## config.mk

```make
export PLATFORM = sky130hd
export DESIGN_NAME = voxel_line_traversal_3d_flat
export DESIGN_NICKNAME = d
export VERILOG_FILES = /design/src/hw/rtl/vlt3_pkg.sv /design/src/hw/rtl/vlt3_stream_if.sv /design/src/hw/rtl/voxel_line_traversal_3d.sv /design/src/hw/rtl/vlt3_ctrl.sv /design/src/hw/rtl/vlt3_dp.sv /design/src/flat_wrapper.sv
export SDC_FILE = /design/constraint.sdc
export NUM_CORES = 1
export LEC_CHECK = 0
export BUFFER_PORTS_ARGS = -buffer_cell sky130_fd_sc_hd__clkbuf_2
export CAP_MARGIN = 25
export CELL_PAD_IN_SITES_DETAIL_PLACEMENT = 1
export CELL_PAD_IN_SITES_GLOBAL_PLACEMENT = 1
export CORE_MARGIN = 3
export CORE_UTILIZATION = 30
export DETAILED_ROUTE_END_ITERATION = 8
export PLACE_DENSITY = 0.65
export SETUP_SLACK_MARGIN = 0.05
export SYNTH_ARGS = -nofsm -noshare
export SYNTH_HDL_FRONTEND = slang
export SYNTH_SLANG_ARGS = --single-unit
```

## constraint.sdc

```tcl
create_clock -name clk -period 1.6 [get_ports clk]
set_input_delay 0.16 -clock clk [delete_from_list [all_inputs] [get_ports clk]]
set_output_delay 0.16 -clock clk [all_outputs]
set_load 0.02 [all_outputs]
```

## src/hw/rtl/vlt3_pkg.sv

```systemverilog
// ----------------------------------------------------------------------------
// vlt3_pkg
// Types, constants and helpers shared by the voxel line traversal block.
// ----------------------------------------------------------------------------
`timescale 1ns / 1ps
`default_nettype none

package vlt3_pkg;

    localparam int COORD_W      = 16;
    localparam int AXES         = 3;
    localparam int MAX_SPAN_DEF = 63;

    typedef logic signed [COORD_W-1:0] coord_t;
    typedef logic [1:0]                axis_t;

    localparam axis_t AXIS_X = 2'd0;
    localparam axis_t AXIS_Y = 2'd1;
    localparam axis_t AXIS_Z = 2'd2;

    typedef struct packed {
        coord_t start_x;
        coord_t start_y;
        coord_t start_z;
        coord_t end_x;
        coord_t end_y;
        coord_t end_z;
    } ray_t;

    typedef struct packed {
        coord_t voxel_x;
        coord_t voxel_y;
        coord_t voxel_z;
        logic   last;
        logic   too_long;
    } voxel_t;

    typedef struct packed {
        logic load;
        logic setup;
        logic advance;
    } dp_cmd_t;

    typedef struct packed {
        logic last;
    } dp_stat_t;

    function automatic axis_t next_axis(input axis_t a);
        axis_t r;
        case (a)
            AXIS_X:  r = AXIS_Y;
            AXIS_Y:  r = AXIS_Z;
            default: r = AXIS_X;
        endcase
        return r;
    endfunction

endpackage

`default_nettype wire

```

## src/hw/rtl/vlt3_stream_if.sv

```systemverilog
// ----------------------------------------------------------------------------
// vlt3_stream_if
// Valid/ready channel carrying one payload item per handshake.
// ----------------------------------------------------------------------------
`timescale 1ns / 1ps
`default_nettype none

interface vlt3_stream_if #(
    parameter type payload_t = logic
);
    logic     valid;
    logic     ready;
    payload_t data;

    modport source (output valid, output data, input ready);
    modport sink   (input valid, input data, output ready);
endinterface

`default_nettype wire

```

## src/hw/rtl/voxel_line_traversal_3d.sv

```systemverilog
// ----------------------------------------------------------------------------
// voxel_line_traversal_3d
// 3D Bresenham voxel traversal from a start voxel to an end voxel.
// ----------------------------------------------------------------------------
// The ray channel takes one item holding start and end grid indices. The
// voxel channel returns every voxel of the line, start first, one item per
// voxel, with last set on the final one. A ray whose dominant span exceeds
// MAX_SPAN returns a single item at the start voxel with too_long and last.
// After the ray is accepted, the load step registers the axis deltas and the
// setup step picks the dominant axis and the error terms; the first voxel is
// offered after setup. After that one voxel leaves per cycle from the step
// unit while the receiver takes them. One ray is handled at a time; ray
// ready rises in the cycle after the last voxel is taken. When the receiver
// stalls, the current voxel is held and traversal waits. Reset returns the
// block to idle; ray ready rises in the cycle after reset is released.
// ----------------------------------------------------------------------------
`timescale 1ns / 1ps
`default_nettype none

module voxel_line_traversal_3d #(
    parameter int MAX_SPAN = vlt3_pkg::MAX_SPAN_DEF
) (
    input  logic          clk,
    input  logic          rst_n,
    vlt3_stream_if.sink   ray,
    vlt3_stream_if.source voxel
);
    import vlt3_pkg::*;

    dp_cmd_t  cmd;
    dp_stat_t stat;
    voxel_t   voxel_data;

    vlt3_ctrl u_ctrl (
        .clk         (clk),
        .rst_n       (rst_n),
        .ray_valid   (ray.valid),
        .ray_ready   (ray.ready),
        .voxel_valid (voxel.valid),
        .voxel_ready (voxel.ready),
        .cmd         (cmd),
        .stat        (stat)
    );

    vlt3_dp #(
        .MAX_SPAN (MAX_SPAN)
    ) u_dp (
        .clk   (clk),
        .ray   (ray.data),
        .cmd   (cmd),
        .stat  (stat),
        .voxel (voxel_data)
    );

    assign voxel.data = voxel_data;

endmodule

`default_nettype wire

```

## src/hw/rtl/vlt3_ctrl.sv

```systemverilog
// ----------------------------------------------------------------------------
// vlt3_ctrl
// Controller: sequences ray load, setup and voxel emission.
// ----------------------------------------------------------------------------
`timescale 1ns / 1ps
`default_nettype none

module vlt3_ctrl (
    input  logic               clk,
    input  logic               rst_n,
    input  logic               ray_valid,
    output logic               ray_ready,
    output logic               voxel_valid,
    input  logic               voxel_ready,
    output vlt3_pkg::dp_cmd_t  cmd,
    input  vlt3_pkg::dp_stat_t stat
);
    import vlt3_pkg::*;

    typedef enum logic [1:0] {
        ST_IDLE,
        ST_SETUP,
        ST_EMIT
    } state_t;

    state_t state_reg;
    logic   ray_ready_reg;
    logic   voxel_valid_reg;

    assign ray_ready   = ray_ready_reg;
    assign voxel_valid = voxel_valid_reg;

    always_comb
    begin
        cmd.load    = ray_valid && ray_ready_reg;
        cmd.setup   = (state_reg == ST_SETUP);
        cmd.advance = (state_reg == ST_EMIT) && voxel_ready && !stat.last;
    end

    always_ff @(posedge clk or negedge rst_n)
    begin
        if (!rst_n)
        begin
            state_reg       <= ST_IDLE;
            ray_ready_reg   <= 1'b0;
            voxel_valid_reg <= 1'b0;
        end
        else
        begin
            case (state_reg)
                ST_IDLE:
                begin
                    if (ray_valid && ray_ready_reg)
                    begin
                        state_reg     <= ST_SETUP;
                        ray_ready_reg <= 1'b0;
                    end
                    else
                    begin
                        ray_ready_reg <= 1'b1;
                    end
                end
                ST_SETUP:
                begin
                    state_reg       <= ST_EMIT;
                    voxel_valid_reg <= 1'b1;
                end
                ST_EMIT:
                begin
                    if (voxel_ready && stat.last)
                    begin
                        state_reg       <= ST_IDLE;
                        voxel_valid_reg <= 1'b0;
                        ray_ready_reg   <= 1'b1;
                    end
                end
                default:
                begin
                    state_reg       <= ST_IDLE;
                    ray_ready_reg   <= 1'b0;
                    voxel_valid_reg <= 1'b0;
                end
            endcase
        end
    end

endmodule

`default_nettype wire

```

## src/hw/rtl/vlt3_dp.sv

```systemverilog
// ----------------------------------------------------------------------------
// vlt3_dp
// Datapath: deltas, dominant axis, error terms and the current voxel.
// ----------------------------------------------------------------------------
`timescale 1ns / 1ps
`default_nettype none

module vlt3_dp #(
    parameter int MAX_SPAN = vlt3_pkg::MAX_SPAN_DEF
) (
    input  logic               clk,
    input  vlt3_pkg::ray_t     ray,
    input  vlt3_pkg::dp_cmd_t  cmd,
    output vlt3_pkg::dp_stat_t stat,
    output vlt3_pkg::voxel_t   voxel
);
    import vlt3_pkg::*;

    localparam int SPAN_W = $clog2(MAX_SPAN + 1);
    localparam int ERR_W  = SPAN_W + 3;

    typedef logic [SPAN_W-1:0]       span_t;
    typedef logic signed [ERR_W-1:0] err_t;

    coord_t              start_c [AXES];
    coord_t              end_c   [AXES];
    logic [COORD_W-1:0]  mag_c   [AXES];
    logic                neg_c   [AXES];
    logic                nz_c    [AXES];

    coord_t              pos_reg [AXES];
    coord_t              pos_next[AXES];
    logic [COORD_W-1:0]  dlt_reg [AXES];
    logic                neg_reg [AXES];
    logic                nz_reg  [AXES];

    axis_t dom_reg, s1_reg, s2_reg;
    span_t span_reg, cnt_reg, d1_reg, d2_reg;
    err_t  e1_reg, e2_reg;
    logic  too_long_reg;

    axis_t              dom_c, s1_c, s2_c;
    logic [COORD_W-1:0] span_full;
    span_t              span_c, d1_c, d2_c;
    err_t               e1_next, e2_next;
    logic               step1, step2;

    assign start_c[0] = ray.start_x;
    assign start_c[1] = ray.start_y;
    assign start_c[2] = ray.start_z;
    assign end_c[0]   = ray.end_x;
    assign end_c[1]   = ray.end_y;
    assign end_c[2]   = ray.end_z;

    always_comb
    begin
        logic signed [COORD_W:0] d;
        for (int a = 0; a < AXES; a++)
        begin
            d = {end_c[a][COORD_W-1], end_c[a]} - {start_c[a][COORD_W-1], start_c[a]};
            neg_c[a] = d[COORD_W];
            nz_c[a]  = |d;
            mag_c[a] = d[COORD_W] ? COORD_W'(-d) : d[COORD_W-1:0];
        end
    end

    always_comb
    begin
        if (dlt_reg[0] >= dlt_reg[1] && dlt_reg[0] >= dlt_reg[2])
        begin
            dom_c = AXIS_X;
        end
        else if (dlt_reg[1] >= dlt_reg[2])
        begin
            dom_c = AXIS_Y;
        end
        else
        begin
            dom_c = AXIS_Z;
        end
        s1_c      = next_axis(dom_c);
        s2_c      = next_axis(s1_c);
        span_full = dlt_reg[dom_c];
        span_c    = span_full[SPAN_W-1:0];
        d1_c      = dlt_reg[s1_c][SPAN_W-1:0];
        d2_c      = dlt_reg[s2_c][SPAN_W-1:0];
    end

    assign step1 = (e1_reg > 0);
    assign step2 = (e2_reg > 0);

    always_comb
    begin
        e1_next = e1_reg + $signed({2'b00, d1_reg, 1'b0});
        e2_next = e2_reg + $signed({2'b00, d2_reg, 1'b0});
        if (step1)
        begin
            e1_next = e1_next - $signed({2'b00, span_reg, 1'b0});
        end
        if (step2)
        begin
            e2_next = e2_next - $signed({2'b00, span_reg, 1'b0});
        end
    end

    always_comb
    begin
        logic mv;
        for (int a = 0; a < AXES; a++)
        begin
            mv = (axis_t'(a) == dom_reg) || (axis_t'(a) == s1_reg && step1)
                 || (axis_t'(a) == s2_reg && step2);
            if (mv && nz_reg[a])
            begin
                pos_next[a] = neg_reg[a] ? pos_reg[a] - 1'b1 : pos_reg[a] + 1'b1;
            end
            else
            begin
                pos_next[a] = pos_reg[a];
            end
        end
    end

    always_ff @(posedge clk)
    begin
        if (cmd.load)
        begin
            for (int a = 0; a < AXES; a++)
            begin
                pos_reg[a] <= start_c[a];
                dlt_reg[a] <= mag_c[a];
                neg_reg[a] <= neg_c[a];
                nz_reg[a]  <= nz_c[a];
            end
        end
        else if (cmd.advance)
        begin
            for (int a = 0; a < AXES; a++)
            begin
                pos_reg[a] <= pos_next[a];
            end
        end

        if (cmd.setup)
        begin
            dom_reg      <= dom_c;
            s1_reg       <= s1_c;
            s2_reg       <= s2_c;
            span_reg     <= span_c;
            cnt_reg      <= span_c;
            d1_reg       <= d1_c;
            d2_reg       <= d2_c;
            too_long_reg <= (span_full > COORD_W'(MAX_SPAN));
            e1_reg       <= $signed({2'b00, d1_c, 1'b0}) - $signed({3'b000, span_c});
            e2_reg       <= $signed({2'b00, d2_c, 1'b0}) - $signed({3'b000, span_c});
        end
        else if (cmd.advance)
        begin
            cnt_reg <= cnt_reg - 1'b1;
            e1_reg  <= e1_next;
            e2_reg  <= e2_next;
        end
    end

    assign stat.last      = too_long_reg || (cnt_reg == '0);
    assign voxel.voxel_x  = pos_reg[0];
    assign voxel.voxel_y  = pos_reg[1];
    assign voxel.voxel_z  = pos_reg[2];
    assign voxel.last     = stat.last;
    assign voxel.too_long = too_long_reg;

endmodule

`default_nettype wire

```

## src/flat_wrapper.sv

```systemverilog
// flat-port wrapper written by rule: the top's interface ports become plain ports
module voxel_line_traversal_3d_flat import vlt3_pkg::*;
#(
    parameter int MAX_SPAN = vlt3_pkg::MAX_SPAN_DEF
)
  (clk, rst_n, ray_valid, ray_data, ray_ready, voxel_valid, voxel_data, voxel_ready);
  vlt3_stream_if ray_i ();
  vlt3_stream_if voxel_i ();
  input  logic clk;
  input  logic rst_n;
  input wire logic [$bits(ray_i.valid)-1:0] ray_valid;
  input wire logic [$bits(ray_i.data)-1:0] ray_data;
  output wire logic [$bits(ray_i.ready)-1:0] ray_ready;
  output wire logic [$bits(voxel_i.valid)-1:0] voxel_valid;
  output wire logic [$bits(voxel_i.data)-1:0] voxel_data;
  input wire logic [$bits(voxel_i.ready)-1:0] voxel_ready;
  assign ray_i.valid = ray_valid;
  assign ray_i.data = ray_data;
  assign ray_ready = ray_i.ready;
  assign voxel_valid = voxel_i.valid;
  assign voxel_data = voxel_i.data;
  assign voxel_i.ready = voxel_ready;
  voxel_line_traversal_3d #(.MAX_SPAN(MAX_SPAN)) u_core (.clk(clk), .rst_n(rst_n), .ray(ray_i), .voxel(voxel_i));
endmodule
```

==> results.py <==
metrics = {
    "setup_path": {
        "critPathMaxFanout": 6,
        "worst_path_largest_cell_delay_ns": 0.39,
        "crit_required_ns": 1.52,
        "criticalPathCategory": "reg2reg",
        "critical-path-slowest-cell": "o31ai_4",
        "endpoint_kind": "flip-flop",
        "cp.arrival_ns": 1.42,
        "cp-start-kind": "flip-flop",
        "path_cells": "inv_2 -> ha_4 -> and3_4 -> o31ai_4",
    },
    "clock_tree": {
        "clk_pin_slew_ns": 0.07,
        "htreeDepth": 1,
        "cts_buffer_depth": 2,
        "cts_sinks": 11,
        "cts_inserted_buffers": 3,
        "clock_latency_ns": 0.26,
        "cts_tree": "done",
        "cts_root_buffer": "clkbuf_4",
    },
    "global_routing": {
        "grt_pass1_wl_mm": 2.035,
        "grt.overflow.total": 0,
        "track_usage_pct": 11.20,
        "antenna_found_initial": 0,
        "grt_pass1_vias": 453,
        "grt_max_degree": 9,
    },
    "logic_synthesis": {
        "ys_warn_count": 0,
        "synth_top_area_share_pct": 36.13,
        "async_flop_share_pct": 36.36,
        "yosysUniqueCellTypes": 25,
        "netlist_instances": 51,
        "synth_common_cells": "edfxtp_1 (7), nor2_1 (7), dfrtp_1 (4), inv_1 (4)",
        "synthesis.nets": 58,
        "ys_ff_latch": 11,
        "syn_avg_cell_area_um2": 11.41,
        "yosysSeqAreaShare_pct": 53.33,
        "synth_top_area_cell": "edfxtp_1",
        "syn_area_um2": 581.8,
        "synth-edff-count": 7,
        "ys.flop_type": "edfxtp_1",
        "synthTopCellsByArea": "edfxtp_1 (36%), dfrtp_1 (17%), nor2_1 (4.5%)",
    },
    "power": {
        "peakVddDrop_mv": 0.7727,
        "p_switching_mw": 0.5402,
        "p_per_area_mw_per_mm2": 1923,
        "p_int_mw": 0.8869,
        "total_power_mw": 1.427,
        "p_seq_share_pct": 42.4,
        "swShare_pct": 37.86,
        "p_leak_nw": 0.2932,
        "pwr-share-clk_pct": 12.7,
        "power.share.combinational_pct": 44.9,
    },
    "sta": {
        "slew_viol_final": 0,
        "fmax_ghz": 0.6672,
        "finClkSkew_ns": 0.003141,
        "hold_violations": 0,
        "setup_viol": 0,
        "rsz0062_at_grt": "no",
        "finalCriticalPeriod_ns": 1.499,
        "setup_tns_ns": 0,
        "period_share_pct": 93.68,
    },
    "place": {
        "portBuffers": 6,
        "gp_congestion": 0.7174,
        "placed_cell_area_um2": 674.4,
        "hpwlAfterDp_um": 932.9,
    },
    "finish": {
        "largest_register_ffs": 6,
        "drive_gt1_share_pct": 35.82,
        "area_delta_synth_final_pct": 27.53,
        "n_antenna_cell": 0,
        "fin_nets": 75,
        "fin_area_um2": 742.0,
    },
    "hold_path": {
        "hp-class": "in2reg",
    },
    "routing": {
        "via_per_inst": 4.565,
        "finalWirelength_mm": 1.198,
        "wire_per_inst_um": 13.02,
        "drtPass1Iterations": 4,
        "ant_nets": 0,
        "vias": 420,
        "drt_iter0_markers": 7,
        "drc": 0,
    },
    "floorplan": {
        "io_pins": 8,
        "core_area_mm2": 0.001783,
        "die_x_um": 50.04,
        "die_area_mm2": 0.002504,
        "start_util_pct": 32.63,
        "row_count": 15,
        "fp.dieH_um": 50.04,
    },
    "outcome": {
        "outcome": "finished, final reports clean",
    },
    "flow_run": {
        "cap_violations": 0,
    },
}
[cell usage in the layout, fill, tap and decap left out, types with 2 or more instances in the layout]
cell type,Yosys,final
clkbuf_4,0,3
inv_2,0,2
clkbuf_2,0,6
inv_1,4,2
o21ai_0,2,2
xnor2_1,3,3
buf_4,1,6
nor3b_1,2,2
nor2_1,7,7
nand2b_1,3,3
edfxtp_1,7,7
dfrtp_1,4,4
a21oi_1,2,2
[power by group through the flow]
stage | Clock, mW | Combinational [mW] | Sequential (mW)
after floorplan | 0 | 0.362 | 0.627
after global placement | 0 | 0.563 | 0.599
after detailed placement | 0 | 0.590 | 0.606
after CTS | 0.190 | 0.603 | 0.602
after global routing | 0.213 | 0.718 | 0.627
final | 0.181 | 0.641 | 0.605
[worst max-delay path: cells and delay by family (launching register included)]
family / cells / cell delay (ns)
adders and majority gates: 1 / 0.16
buffers and inverters: 1 / 0.07
and+or+nand+nor: 1 / 0.17
DFF: 1 / 0.37
AOI/OAI and AO/OA: 1 / 0.39
[cell families (layout without fill, tap and decap cells)]
group | Yosys count | count (layout) | synth area share, %
adder cells (fa/ha/maj) | 2 | 2 | 4.300
flip-flops | 11 | 11 | 53.33
XOR/XNOR | 3 | 3 | 4.517
AO/OA/AOI/OAI | 8 | 8 | 10.97
AND/OR/NAND/NOR | 21 | 21 | 22.37
buffers and inverters | 5 | 21 | 3.871
other | 1 | 1 | 0.6445
[layer usage]
| metal | track usage, % | vias to the layer above | share of wire, % |
|---|---|---|---|
| li1 | - | 211 | - |
| met1 | 13.77 | 202 | 41 |
| met2 | 18.04 | 5 | 55 |
| met3 | 2.719 | 2 | 3.2 |
| met4 | 5.530 | 0 | 0.67 |
| met5 | 0 | - | 0 |
[through the flow]
step | cells | hold WS, ns | util, % | worst slack, ns
after floorplan | 51 | -0.1356 | - | 0.1058
after global placement | 85 | -0.02878 | 37.82 | 0.09031
after detailed placement | 85 | -0.02920 | 37.82 | 0.03290
after CTS | 90 | 0.06650 | 39.86 | 0.05394
after global routing | 92 | 0.05334 | 41.61 | 0.02947
final | 92 | 0.07449 | 41.61 | 0.1012
[repair_timing]
item,4_1_cts,5_1_grt
gates resized for setup,0,5
endpoints found under the setup margin,6,6
hold buffers,1,0
buffers inserted,0,2
hold endpoints to repair,4,0
pin swaps,1,1
[final timing paths]
path,from,endpoint,slack (ns),depth (start not counted)
worst min register to register,u_core.u_ctrl.voxel_valid$_DFFE_PN0P_,u_core.u_ctrl.voxel_valid$_DFFE_PN0P_,0.57,2
min in group asynchronous,rst_n,u_core.u_ctrl.voxel_valid$_DFFE_PN0P_,0.26,2
worst min-delay path,ray_data,u_core.u_dp.dlt_reg[2]$_DFFE_PP_,0.07,1
worst max-delay path,u_core.u_dp.cnt_reg[0]$_DFFE_PP_,u_core.u_dp.cnt_reg[5]$_SDFFCE_PP0P_,0.10,4
max in group asynchronous,rst_n,u_core.u_ctrl.state_reg[1]$_DFFE_PN0P_,1.22,2
worst max register to register,u_core.u_dp.cnt_reg[0]$_DFFE_PP_,u_core.u_dp.cnt_reg[5]$_SDFFCE_PP0P_,0.10,4
[layout make-up]
type,instances,area [um^2]
clock buffers,4,26.28
well taps,25,31.28
fillers,207,1041
inverters,4,15.01
flip-flops and latches,11,310.3
repair buffers,13,85.08
multi-input cells,35,274.0
No activity file was read; power rests on OpenSTA's default activity.
